## src/rtl/txpwr_pkg.sv

```systemverilog
// Package for the transmit power search block
// Holds field widths, mode codes and configuration register indexes
// No dependencies
`timescale 1ns / 1ps
`default_nettype none

package txpwr_pkg;

    localparam int MODE_W   = 3;
    localparam int ENTRY_W  = 4;
    localparam int POWER_W  = 7;
    localparam int COUNT_W  = 8;
    localparam int CFG_W    = 8;
    localparam int CFG_IDX_W = 3;
    localparam int S_DATA_W = 16;
    localparam int M_DATA_W = 24;

    typedef logic [MODE_W-1:0]    mode_t;
    typedef logic [CFG_IDX_W-1:0] cfg_index_t;

    localparam mode_t MODE_OPEN   = 3'd0;
    localparam mode_t MODE_CLOSE  = 3'd1;
    localparam mode_t MODE_TICK   = 3'd2;
    localparam mode_t MODE_REPORT = 3'd3;

    localparam cfg_index_t CFG_PROBES_PER_ROUND = 3'd0;
    localparam cfg_index_t CFG_SUCCESSES_NEEDED = 3'd1;
    localparam cfg_index_t CFG_SAFETY_MARGIN    = 3'd2;
    localparam cfg_index_t CFG_TX_POWER_MAX     = 3'd3;
    localparam cfg_index_t CFG_TX_POWER_MIN     = 3'd4;

    localparam logic [COUNT_W-1:0] RST_PROBES_PER_ROUND = 8'd10;
    localparam logic [COUNT_W-1:0] RST_SUCCESSES_NEEDED = 8'd8;
    localparam logic [POWER_W-1:0] RST_SAFETY_MARGIN    = 7'd2;
    localparam logic [POWER_W-1:0] RST_TX_POWER_MAX     = 7'd31;
    localparam logic [POWER_W-1:0] RST_TX_POWER_MIN     = 7'd0;

    localparam logic [COUNT_W-1:0] COUNT_MAX = 8'hFF;
    localparam logic [7:0] POWER_INACTIVE = 8'hFF;

endpackage

`default_nettype wire

```

## src/rtl/tx_power_binary_search.sv

```systemverilog
// Transmit power search: per-entry binary search over a power level ladder
// An accepted beat is held in the input register, then moves to the result register.
// Throughput: one beat per cycle unless m_tready holds off; the entry
// read-modify-write sits between the input register and the result register,
// so back-to-back beats to the same entry need no forwarding.
// Reset clears configuration to defaults and all entries to inactive.
// Depends on txpwr_pkg
`timescale 1ns / 1ps
`default_nettype none

module tx_power_binary_search #(
    parameter int LEVELS  = 8,
    parameter int ENTRIES = 16
) (
    input  wire                               aclk,
    input  wire                               aresetn,
    // mode[2:0], entry[6:3], tx_power[13:7], acked[14]
    input  wire  [txpwr_pkg::S_DATA_W-1:0]    s_tdata,
    input  wire                               s_tvalid,
    output logic                              s_tready,
    // send_probe[0], probe_power[7:1], entry_power[15:8], round_done[16],
    // search_done[17]
    output logic [txpwr_pkg::M_DATA_W-1:0]    m_tdata,
    output logic                              m_tvalid,
    input  wire                               m_tready,
    input  wire                               cfg_we,
    input  wire  [txpwr_pkg::CFG_IDX_W-1:0]   cfg_index,
    input  wire  [txpwr_pkg::CFG_W-1:0]       cfg_data
);
    import txpwr_pkg::*;

    localparam int DEPTH   = (ENTRIES < (1 << ENTRY_W)) ? ENTRIES : (1 << ENTRY_W);
    localparam int IDX_W   = (DEPTH > 1) ? $clog2(DEPTH) : 1;
    localparam int LW      = (LEVELS > 1) ? $clog2(LEVELS) : 1;
    localparam int SH      = 20;
    localparam int RECIP   = ((1 << SH) + LEVELS - 1) / LEVELS;
    localparam int THRESH  = ((LEVELS / 2 + 1) * (1 << SH) + LEVELS - 1) / LEVELS;
    localparam int SCALE_W = SH + 1;
    localparam int PROD_W  = SCALE_W + POWER_W;

    // configuration
    logic [COUNT_W-1:0] probes_per_round_reg;
    logic [COUNT_W-1:0] successes_needed_reg;
    logic [POWER_W-1:0] safety_margin_reg;
    logic [POWER_W-1:0] tx_power_max_reg;
    logic [POWER_W-1:0] tx_power_min_reg;

    // entry table
    logic               entry_active_reg   [DEPTH];
    logic               entry_finished_reg [DEPTH];
    logic [POWER_W-1:0] chosen_power_reg   [DEPTH];
    logic [COUNT_W-1:0] probes_sent_reg    [DEPTH];
    logic [COUNT_W-1:0] acks_received_reg  [DEPTH];
    logic [LW-1:0]      range_low_reg      [DEPTH];
    logic [LW-1:0]      range_high_reg     [DEPTH];

    // input register
    logic               in_valid_reg;
    mode_t              in_mode_reg;
    logic [ENTRY_W-1:0] in_entry_reg;
    logic [POWER_W-1:0] in_tx_power_reg;
    logic               in_acked_reg;

    // result register
    logic                out_valid_reg;
    logic [M_DATA_W-1:0] out_data_reg;

    logic advance;
    assign advance  = in_valid_reg && (!out_valid_reg || m_tready);
    assign s_tready = !in_valid_reg || advance;
    assign m_tvalid = out_valid_reg;
    assign m_tdata  = out_data_reg;

    // level ladder scale factors, (i+1) * ceil(2^SH / LEVELS)
    logic [SCALE_W-1:0] scale_tbl [LEVELS];
    for (genvar g = 0; g < LEVELS; g++) begin : g_scale
        assign scale_tbl[g] = SCALE_W'((g + 1) * RECIP);
    end

    logic [IDX_W-1:0]   idx;
    logic               in_range;
    logic               act, fin;
    logic [POWER_W-1:0] cp;
    logic [COUNT_W-1:0] ps, ar;
    logic [LW-1:0]      lo, hi, mid;
    logic [POWER_W-1:0] span;
    logic [PROD_W-1:0]  prod;
    logic [POWER_W-1:0] mid_power;
    logic [COUNT_W:0]   found_power;
    logic [POWER_W-1:0] capped_power;
    logic signed [COUNT_W+1:0] lost_lhs, lost_rhs;

    logic               act_next, fin_next;
    logic [POWER_W-1:0] cp_next;
    logic [COUNT_W-1:0] ps_next, ar_next;
    logic [LW-1:0]      lo_next, hi_next;
    logic               send, rdone;
    logic [POWER_W-1:0] ppow;
    logic [7:0]         epow;
    logic               sdone;

    assign idx      = in_entry_reg[IDX_W-1:0];
    assign in_range = (32'(in_entry_reg) < ENTRIES);
    assign act      = entry_active_reg[idx];
    assign fin      = entry_finished_reg[idx];
    assign cp       = chosen_power_reg[idx];
    assign ps       = probes_sent_reg[idx];
    assign ar       = acks_received_reg[idx];
    assign lo       = range_low_reg[idx];
    assign hi       = range_high_reg[idx];

    always_comb begin
        logic [LW-1:0] m_raw;
        m_raw = (hi >= lo) ? LW'(lo + ((hi - lo) >> 1)) : lo;
        mid   = (32'(m_raw) >= LEVELS - 1) ? LW'(LEVELS - 1) : m_raw;
    end

    // ladder level by reciprocal multiply; fraction decides round-half-down
    assign span = (tx_power_max_reg >= tx_power_min_reg) ?
                  POWER_W'(tx_power_max_reg - tx_power_min_reg) : '0;
    assign prod = PROD_W'(span) * PROD_W'(scale_tbl[mid]);

    always_comb begin
        logic [POWER_W-1:0] q;
        logic               up;
        q  = POWER_W'(prod[PROD_W-1:SH]);
        up = ({1'b0, prod[SH-1:0]} >= (SH + 1)'(THRESH));
        if (32'(mid) >= LEVELS - 1) begin
            mid_power = tx_power_max_reg;
        end else begin
            mid_power = POWER_W'(q + POWER_W'(up));
        end
    end

    assign found_power  = (COUNT_W + 1)'(safety_margin_reg) + (COUNT_W + 1)'(mid_power);
    assign capped_power = (found_power > (COUNT_W + 1)'(tx_power_max_reg)) ?
                          tx_power_max_reg : POWER_W'(found_power);

    assign lost_lhs = $signed({2'b00, ps}) - $signed({2'b00, ar});
    assign lost_rhs = $signed({2'b00, probes_per_round_reg})
                    - $signed({2'b00, successes_needed_reg});

    always_comb begin
        act_next = act;
        fin_next = fin;
        cp_next  = cp;
        ps_next  = ps;
        ar_next  = ar;
        lo_next  = lo;
        hi_next  = hi;
        send     = 1'b0;
        ppow     = '0;
        rdone    = 1'b0;
        if (in_range) begin
            case (in_mode_reg)
                MODE_OPEN: begin
                    act_next = 1'b1;
                    fin_next = 1'b0;
                    cp_next  = tx_power_max_reg;
                    ps_next  = '0;
                    ar_next  = '0;
                    lo_next  = '0;
                    hi_next  = LW'(LEVELS - 1);
                end
                MODE_CLOSE: begin
                    act_next = 1'b0;
                    fin_next = 1'b0;
                end
                MODE_TICK: begin
                    if (act && !fin) begin
                        if (ps < probes_per_round_reg) begin
                            if (!(ar >= successes_needed_reg) && !(lost_lhs > lost_rhs)) begin
                                send = 1'b1;
                                ppow = mid_power;
                            end
                            ps_next = COUNT_W'(ps + 1'b1);
                        end else begin
                            rdone = 1'b1;
                            if (ar >= successes_needed_reg) begin
                                hi_next = mid;
                                cp_next = capped_power;
                            end else begin
                                lo_next = mid;
                            end
                            if ((LW + 1)'(hi_next) < (LW + 1)'(lo_next) + (LW + 1)'(2)) begin
                                fin_next = 1'b1;
                            end else begin
                                ps_next = '0;
                                ar_next = '0;
                            end
                        end
                    end
                end
                MODE_REPORT: begin
                    if (act && in_acked_reg && (in_tx_power_reg == mid_power)
                        && (ar != COUNT_MAX)) begin
                        ar_next = COUNT_W'(ar + 1'b1);
                    end
                end
                default: begin
                end
            endcase
        end
        if (in_range && act_next) begin
            epow  = {1'b0, cp_next};
            sdone = fin_next;
        end else begin
            epow  = POWER_INACTIVE;
            sdone = 1'b0;
        end
    end

    always_ff @(posedge aclk) begin
        if (!aresetn) begin
            probes_per_round_reg <= RST_PROBES_PER_ROUND;
            successes_needed_reg <= RST_SUCCESSES_NEEDED;
            safety_margin_reg    <= RST_SAFETY_MARGIN;
            tx_power_max_reg     <= RST_TX_POWER_MAX;
            tx_power_min_reg     <= RST_TX_POWER_MIN;
        end else if (cfg_we) begin
            case (cfg_index)
                CFG_PROBES_PER_ROUND: probes_per_round_reg <= cfg_data;
                CFG_SUCCESSES_NEEDED: successes_needed_reg <= cfg_data;
                CFG_SAFETY_MARGIN:    safety_margin_reg    <= cfg_data[POWER_W-1:0];
                CFG_TX_POWER_MAX:     tx_power_max_reg     <= cfg_data[POWER_W-1:0];
                CFG_TX_POWER_MIN:     tx_power_min_reg     <= cfg_data[POWER_W-1:0];
                default: begin
                end
            endcase
        end
    end

    always_ff @(posedge aclk) begin
        if (!aresetn) begin
            for (int i = 0; i < DEPTH; i++) begin
                entry_active_reg[i]   <= 1'b0;
                entry_finished_reg[i] <= 1'b0;
            end
        end else if (advance && in_range) begin
            entry_active_reg[idx]   <= act_next;
            entry_finished_reg[idx] <= fin_next;
        end
    end

    // payload part of the table, no reset
    always_ff @(posedge aclk) begin
        if (advance && in_range) begin
            chosen_power_reg[idx]  <= cp_next;
            probes_sent_reg[idx]   <= ps_next;
            acks_received_reg[idx] <= ar_next;
            range_low_reg[idx]     <= lo_next;
            range_high_reg[idx]    <= hi_next;
        end
    end

    always_ff @(posedge aclk) begin
        if (!aresetn) begin
            in_valid_reg  <= 1'b0;
            out_valid_reg <= 1'b0;
        end else begin
            if (s_tready) begin
                in_valid_reg <= s_tvalid;
            end
            if (advance) begin
                out_valid_reg <= 1'b1;
            end else if (m_tready) begin
                out_valid_reg <= 1'b0;
            end
        end
    end

    always_ff @(posedge aclk) begin
        if (s_tready && s_tvalid) begin
            in_mode_reg     <= s_tdata[2:0];
            in_entry_reg    <= s_tdata[6:3];
            in_tx_power_reg <= s_tdata[13:7];
            in_acked_reg    <= s_tdata[14];
        end
        if (advance) begin
            out_data_reg <= {6'b0, sdone, rdone, epow, ppow, send};
        end
    end

endmodule

`default_nettype wire

```

## config.mk

```make
export PLATFORM = sky130hd
export DESIGN_NAME = tx_power_binary_search
export DESIGN_NICKNAME = d
export VERILOG_FILES = /design/src/rtl/txpwr_pkg.sv /design/src/rtl/tx_power_binary_search.sv
export SDC_FILE = /design/constraint.sdc
export NUM_CORES = 1
export LEC_CHECK = 0
export BUFFER_PORTS_ARGS = -buffer_cell sky130_fd_sc_hd__buf_4
export CORE_ASPECT_RATIO = 0.6
export CORE_MARGIN = 4
export CORE_UTILIZATION = 32
export DETAILED_ROUTE_END_ITERATION = 16
export PLACE_DENSITY_LB_ADDON = 0.3
export SLEW_MARGIN = 5
export SYNTH_ARGS = -nofsm -noshare
export SYNTH_HDL_FRONTEND = slang
export SYNTH_SLANG_ARGS = --single-unit
```

## constraint.sdc

```tcl
create_clock -name aclk -period 13.8 [get_ports aclk]
set_input_delay 0.69 -clock aclk [delete_from_list [all_inputs] [get_ports aclk]]
set_output_delay 0.69 -clock aclk [all_outputs]
set_load 0.01 [all_outputs]
```

Word level (Yosys, flattened, before mapping)
Memories as Yosys holds them, arrays and structs flattened. A register that Yosys moved wholly into a read port is not among the register bits.
Cells that the tools add are included.

cells by class
  magnitude comparators = 11
  bitwise logic cells = 1
  div/mod/pow operators = 0
  $add $sub $neg = 10
  equality and inequality tests = 9
  reduce and logical (&&, ||, !) cells = 28
  mux-type cells = 62
  multipliers = 1
  shift operators = 0

operator list
  cell                  number
  $mux 8                8
  $mux 21               2
  $mux 3                14
  $mux 7                6
  $mux 4                9
  $mul 7x21->27         1
  $pmux 8 s3            1
  $ge 20x20->1 const B  1
  $sub 8x8->9           2
  $add 8x1->8 const B   2
  $mux 1                16
  $pmux 8 s2            1
  $pmux 7 s2            1
  $eq 3x2->1 const B    4
  $pmux 3 s2            2
  $reduce_and 2->1      6
  $gt 9x9->1            1
  $add 7x7->8           1
  $ge 8x8->1            1
  $gt 8x7->1            1
  $lt 8x8->1            1
  $ne 8x8->1 const B    1
  $add 7x1->7           1
  $eq 7x7->1            1
  other kinds (22)      38

storage, ports and cells
  ROM bits = 168
  output and inout port bits = 26
  logic and storage cells = 146
  memory bits (writable) = 496
  memories = 8
  input port bits = 32
  register bits = 72
  bits in latches = 0

memory list
  memory             words  width  read ports  clocked after Yosys merged registers in  wr ports  RTL line                       source
  (no name shown)    8      21     1           0                                        0         tx_power_binary_search.sv:121  assign prod = PROD_W'(span) * PROD_W'(scale_tbl[mid]);
  acks_received_reg  16     8      1           1                                        1         tx_power_binary_search.sv:53   logic [COUNT_W-1:0] acks_received_reg [DEPTH];
  probes_sent_reg    16     8      1           1                                        1         tx_power_binary_search.sv:52   logic [COUNT_W-1:0] probes_sent_reg [DEPTH];
  chosen_power_reg   16     7      1           1                                        1         tx_power_binary_search.sv:51   logic [POWER_W-1:0] chosen_power_reg [DEPTH];
  range_high_reg     16     3      1           1                                        1         tx_power_binary_search.sv:55   logic [LW-1:0] range_high_reg [DEPTH];
  range_low_reg      16     3      1           1                                        1         tx_power_binary_search.sv:54   logic [LW-1:0] range_low_reg [DEPTH];
  2 more memories    --     --     --          --                                       --        --

Logic depth before layout (Yosys ltp)
  depth after elaboration = 21
  depth in mapped cells = 48
  mapped depth without buffers = 41

Worst setup path before layout
No wires, ideal clock.

  path type = register to register
  from = register (tool-made name)
  to = memory chosen_power_reg[0][1], data pin
  setup slack = 2.986 ns
  setup time = 0.294 ns
  required time = 13.506 ns
  path buffers = 9
  arrival time = 10.519 ns
  cell stages (with the launch flop) = 43
  period minus slack after synthesis = 10.814 ns
  cell sequence = dfxtp_1 buf_6 buf_12 buf_6 buf_4 buf_4 buf_4 buf_2 mux4_2 mux4_2 fa_1 ha_1 inv_1 fa_1 o21a_1 or2_2 clkbuf_1 nand2_1 [... 7 more ...] ha_1 nor2b_1 a221o_1 or3_1 or3_1 and3_1 a21oi_1 ha_1 a21oi_1 xnor2_1 ha_1 o21a_1 o21a_1 o22ai_1 a21oi_1 or2_2 clkbuf_2 a21o_1

RTL lines
  item              RTL line
  end: declaration  tx_power_binary_search.sv:51

==> impl_metrics.ini <==
[drt]
vias = 15350
met1Wirelength_um = 33440
drt-total-wl_um = 68350
ant_nets = 0
wl_per_cell_um = 23.55
top_layer = met5
drtIter0Drc = 1506
wl_met3_um = 5601
drtPass1Iterations = 6
drc = 0
viasPerCell = 5.289
routed-wl-met2_um = 28220

[floorplanning]
core_area_um2 = 81480
pin_count = 58
num_rows = 81
fp.dieArea_um2 = 87060
die_width_um = 378.3
die_h_um = 230.2
start_util_pct = 32.30

[clocking]
ctsHoldBuffers = 0
clockBufferDepth = 3
root_buffer = clkbuf_16
cts-htree-levels = 2
cts_resized = 0
clkTransAtPathRegs_ns = 0.07
postCtsSetupRepairBufs = 0
clkLatencyLatePin_ns = 0.60
cts_sinks = 572
cts_buffers = 50
cts_tree = built

[timing]
hold_slack_ns = 0.2710
skew_ns = 0.02119
finalCriticalPeriod_ns = 11.83
setup_tns_ns = 0
slew_violations = 0
worstMarginPinSlew_ns = 1.233
setup_viol = 0
finalCritPeriodShare_pct = 85.70
rsz0062_at_grt = no
slew_headroom_pct = 17.24
fmax_ghz = 0.08455
finalHoldViolCount = 0

[pwr]
sw_frac_of_total_pct = 39.84
seqPwrFrac_pct = 29.9
p_total_w = 0.006644
ir_drop_v = 0.0002784
p_per_area_nw_per_um2 = 224.4
power.switching_w = 0.002647
p_leak_nw = 9.973
p_comb_share_pct = 49.6
p_int_w = 0.003997
p_clk_share_pct = 20.5

[global_route]
antenna_found_initial = 1
grt_pass1_vias = 15080
grt_pass1_wl_um = 100600
grt_overflow_total = 0
grt_use_total_pct = 15.58
grt_start_max_net_pins = 68

[flow_run]
drv_cap = 0

[synthesis]
synth_warnings = 0
synth.largest_area_cell = edfxtp_1
synth_top_area_share_pct = 56.70
synth_edf_count = 497
async_reset_ff_share_pct = 0
syn_inst = 1717
ys_ff_latch = 572
synth_ff_type = edfxtp_1
syn_area_um2 = 26320
synth_area_leaders = edfxtp_1, mux4_2, dfxtp_1
yosysUniqueCellTypes = 76
syn-mean-instance-area_um2 = 15.33
synth_seq_area_share_pct = 62.40

[cells_and_area]
layout_common_cells = edfxtp_1, mux4_2, nand2_1
area_growth_pct = 12.51
fin_nets = 1932
drive_gt1_share_pct = 19.97
fin_area_um2 = 29610
diodes = 0
final_common_cell = edfxtp_1

[placed_design]
portBuffers = 50
place.gp.congestion = 0.8861
dpl-instance-area_um2 = 28050
hpwl_um = 45340

[worst_setup_path]
critPathBufInv = 3
cpLargestDelayFamily = adder cells
worstPathMaxFanout = 32
crit_path_end_kind = flop
required_ns = 13.98
cpMostUsedCell = ha_1
critical-path-slowest-cell = dfxtp_4
critPathArrivalTime_ns = 12.00
path_class = reg -> reg
cp-start-kind = flop
crit_path_max_incr_delay_ns = 0.76

[run_status]
outcome = finished clean

[hold_path]
hp-class = in -> reg
-- per-stage QoR --
stage	std cells	setup slack [ns]	utilization [%]
after floorplan	1722	2.986	-
after global placement	2812	2.267	34.43
after detailed placement	2812	2.041	34.43
after CTS	2902	1.990	36.32
after global routing	2902	1.313	36.34
final	2902	1.973	36.34
-- metal layers --
layer / vias to the layer above / GRT usage (%)
met5: - / 0.9434
li1: 6792 / -
met3: 69 / 3.908
met1: 7936 / 24.57
met4: 4 / 2.708
met2: 549 / 21.54
-- cells by family after synthesis --
logic type,synth area share (%)
adder cells (fa/ha/maj),5.866
AND/OR/NAND/NOR,6.322
flip-flops,62.40
multiplexers,13.48
other,0.01425
buffers and inverters,3.099
XOR/XNOR,1.350
AO/OA/AOI/OAI,7.468
-- power groups by stage --
stage	combinational, W	clock (W)	sequential (W)
2_1_floorplan	0.00240	0	0.00201
3_3_place_gp	0.00315	0	0.00203
3_5_place_dp	0.00322	0	0.00203
4_1_cts	0.00325	0.00139	0.00199
5_1_grt	0.00367	0.00147	0.00199
6_report	0.00330	0.00136	0.00199
-- layout make-up --
cell class | count | area, µm²
clock buffers | 64 | 1324
clock inverters | 26 | 220.2
fillers | 7670 | 51870
inverters | 104 | 390.4
multi-input cells | 970 | 9229
flip-flops and latches | 572 | 16430
well taps | 1079 | 1350
repair buffers | 87 | 665.6
-- cells in the mapped netlist, types with 10 or more instances --
cell type and instances:
ha_1 101, nor2b_1 18, mux2i_1 18, a21o_1 19, mux4_2 145, buf_4 12
and2_1 10, nand2b_1 12, clkbuf_1 31, xor2_1 10, xnor2_1 28, nor2_1 115
fa_1 14, nand4_1 10, a22o_1 10, o211ai_1 12, a211o_1 12, inv_1 101
a211oi_1 44, nand3_1 16, o21ai_0 30, a31oi_1 10, edfxtp_1 497, buf_2 20
nand2_1 114, a21oi_1 67, dfxtp_1 75, o21a_1 22, and3_1 11
-- final timing paths --
check	cells after the start	startpoint	endpoint	slack, ns
worst max-delay path	33	flop	chosen_power_reg[8][2]$_DFFE_PP_	1.97
worst min-delay path	1	s_tdata[6]	idx[3]$_DFFE_PP_	0.27
worst max register to register	33	flop	chosen_power_reg[8][2]$_DFFE_PP_	1.97
worst min register to register	2	successes_needed_reg[4]$_SDFFE_PN0P_	successes_needed_reg[4]$_SDFFE_PN0P_	0.46
-- worst reg2reg max path, delay by kind of cell, from the launching register on --
| family | cells | cell delay, ns |
|---|---|---|
| XOR/XNOR | 1 | 0.32 |
| multiplexers | 2 | 1.17 |
| flip-flops | 1 | 0.76 |
| AO/OA/AOI/OAI | 11 | 2.72 |
| buffers and inverters | 3 | 0.73 |
| AND/OR/NAND/NOR | 5 | 1.31 |
| adder cells (fa/ha/maj) | 11 | 4.41 |
Power figures use the tool's default switching activity.
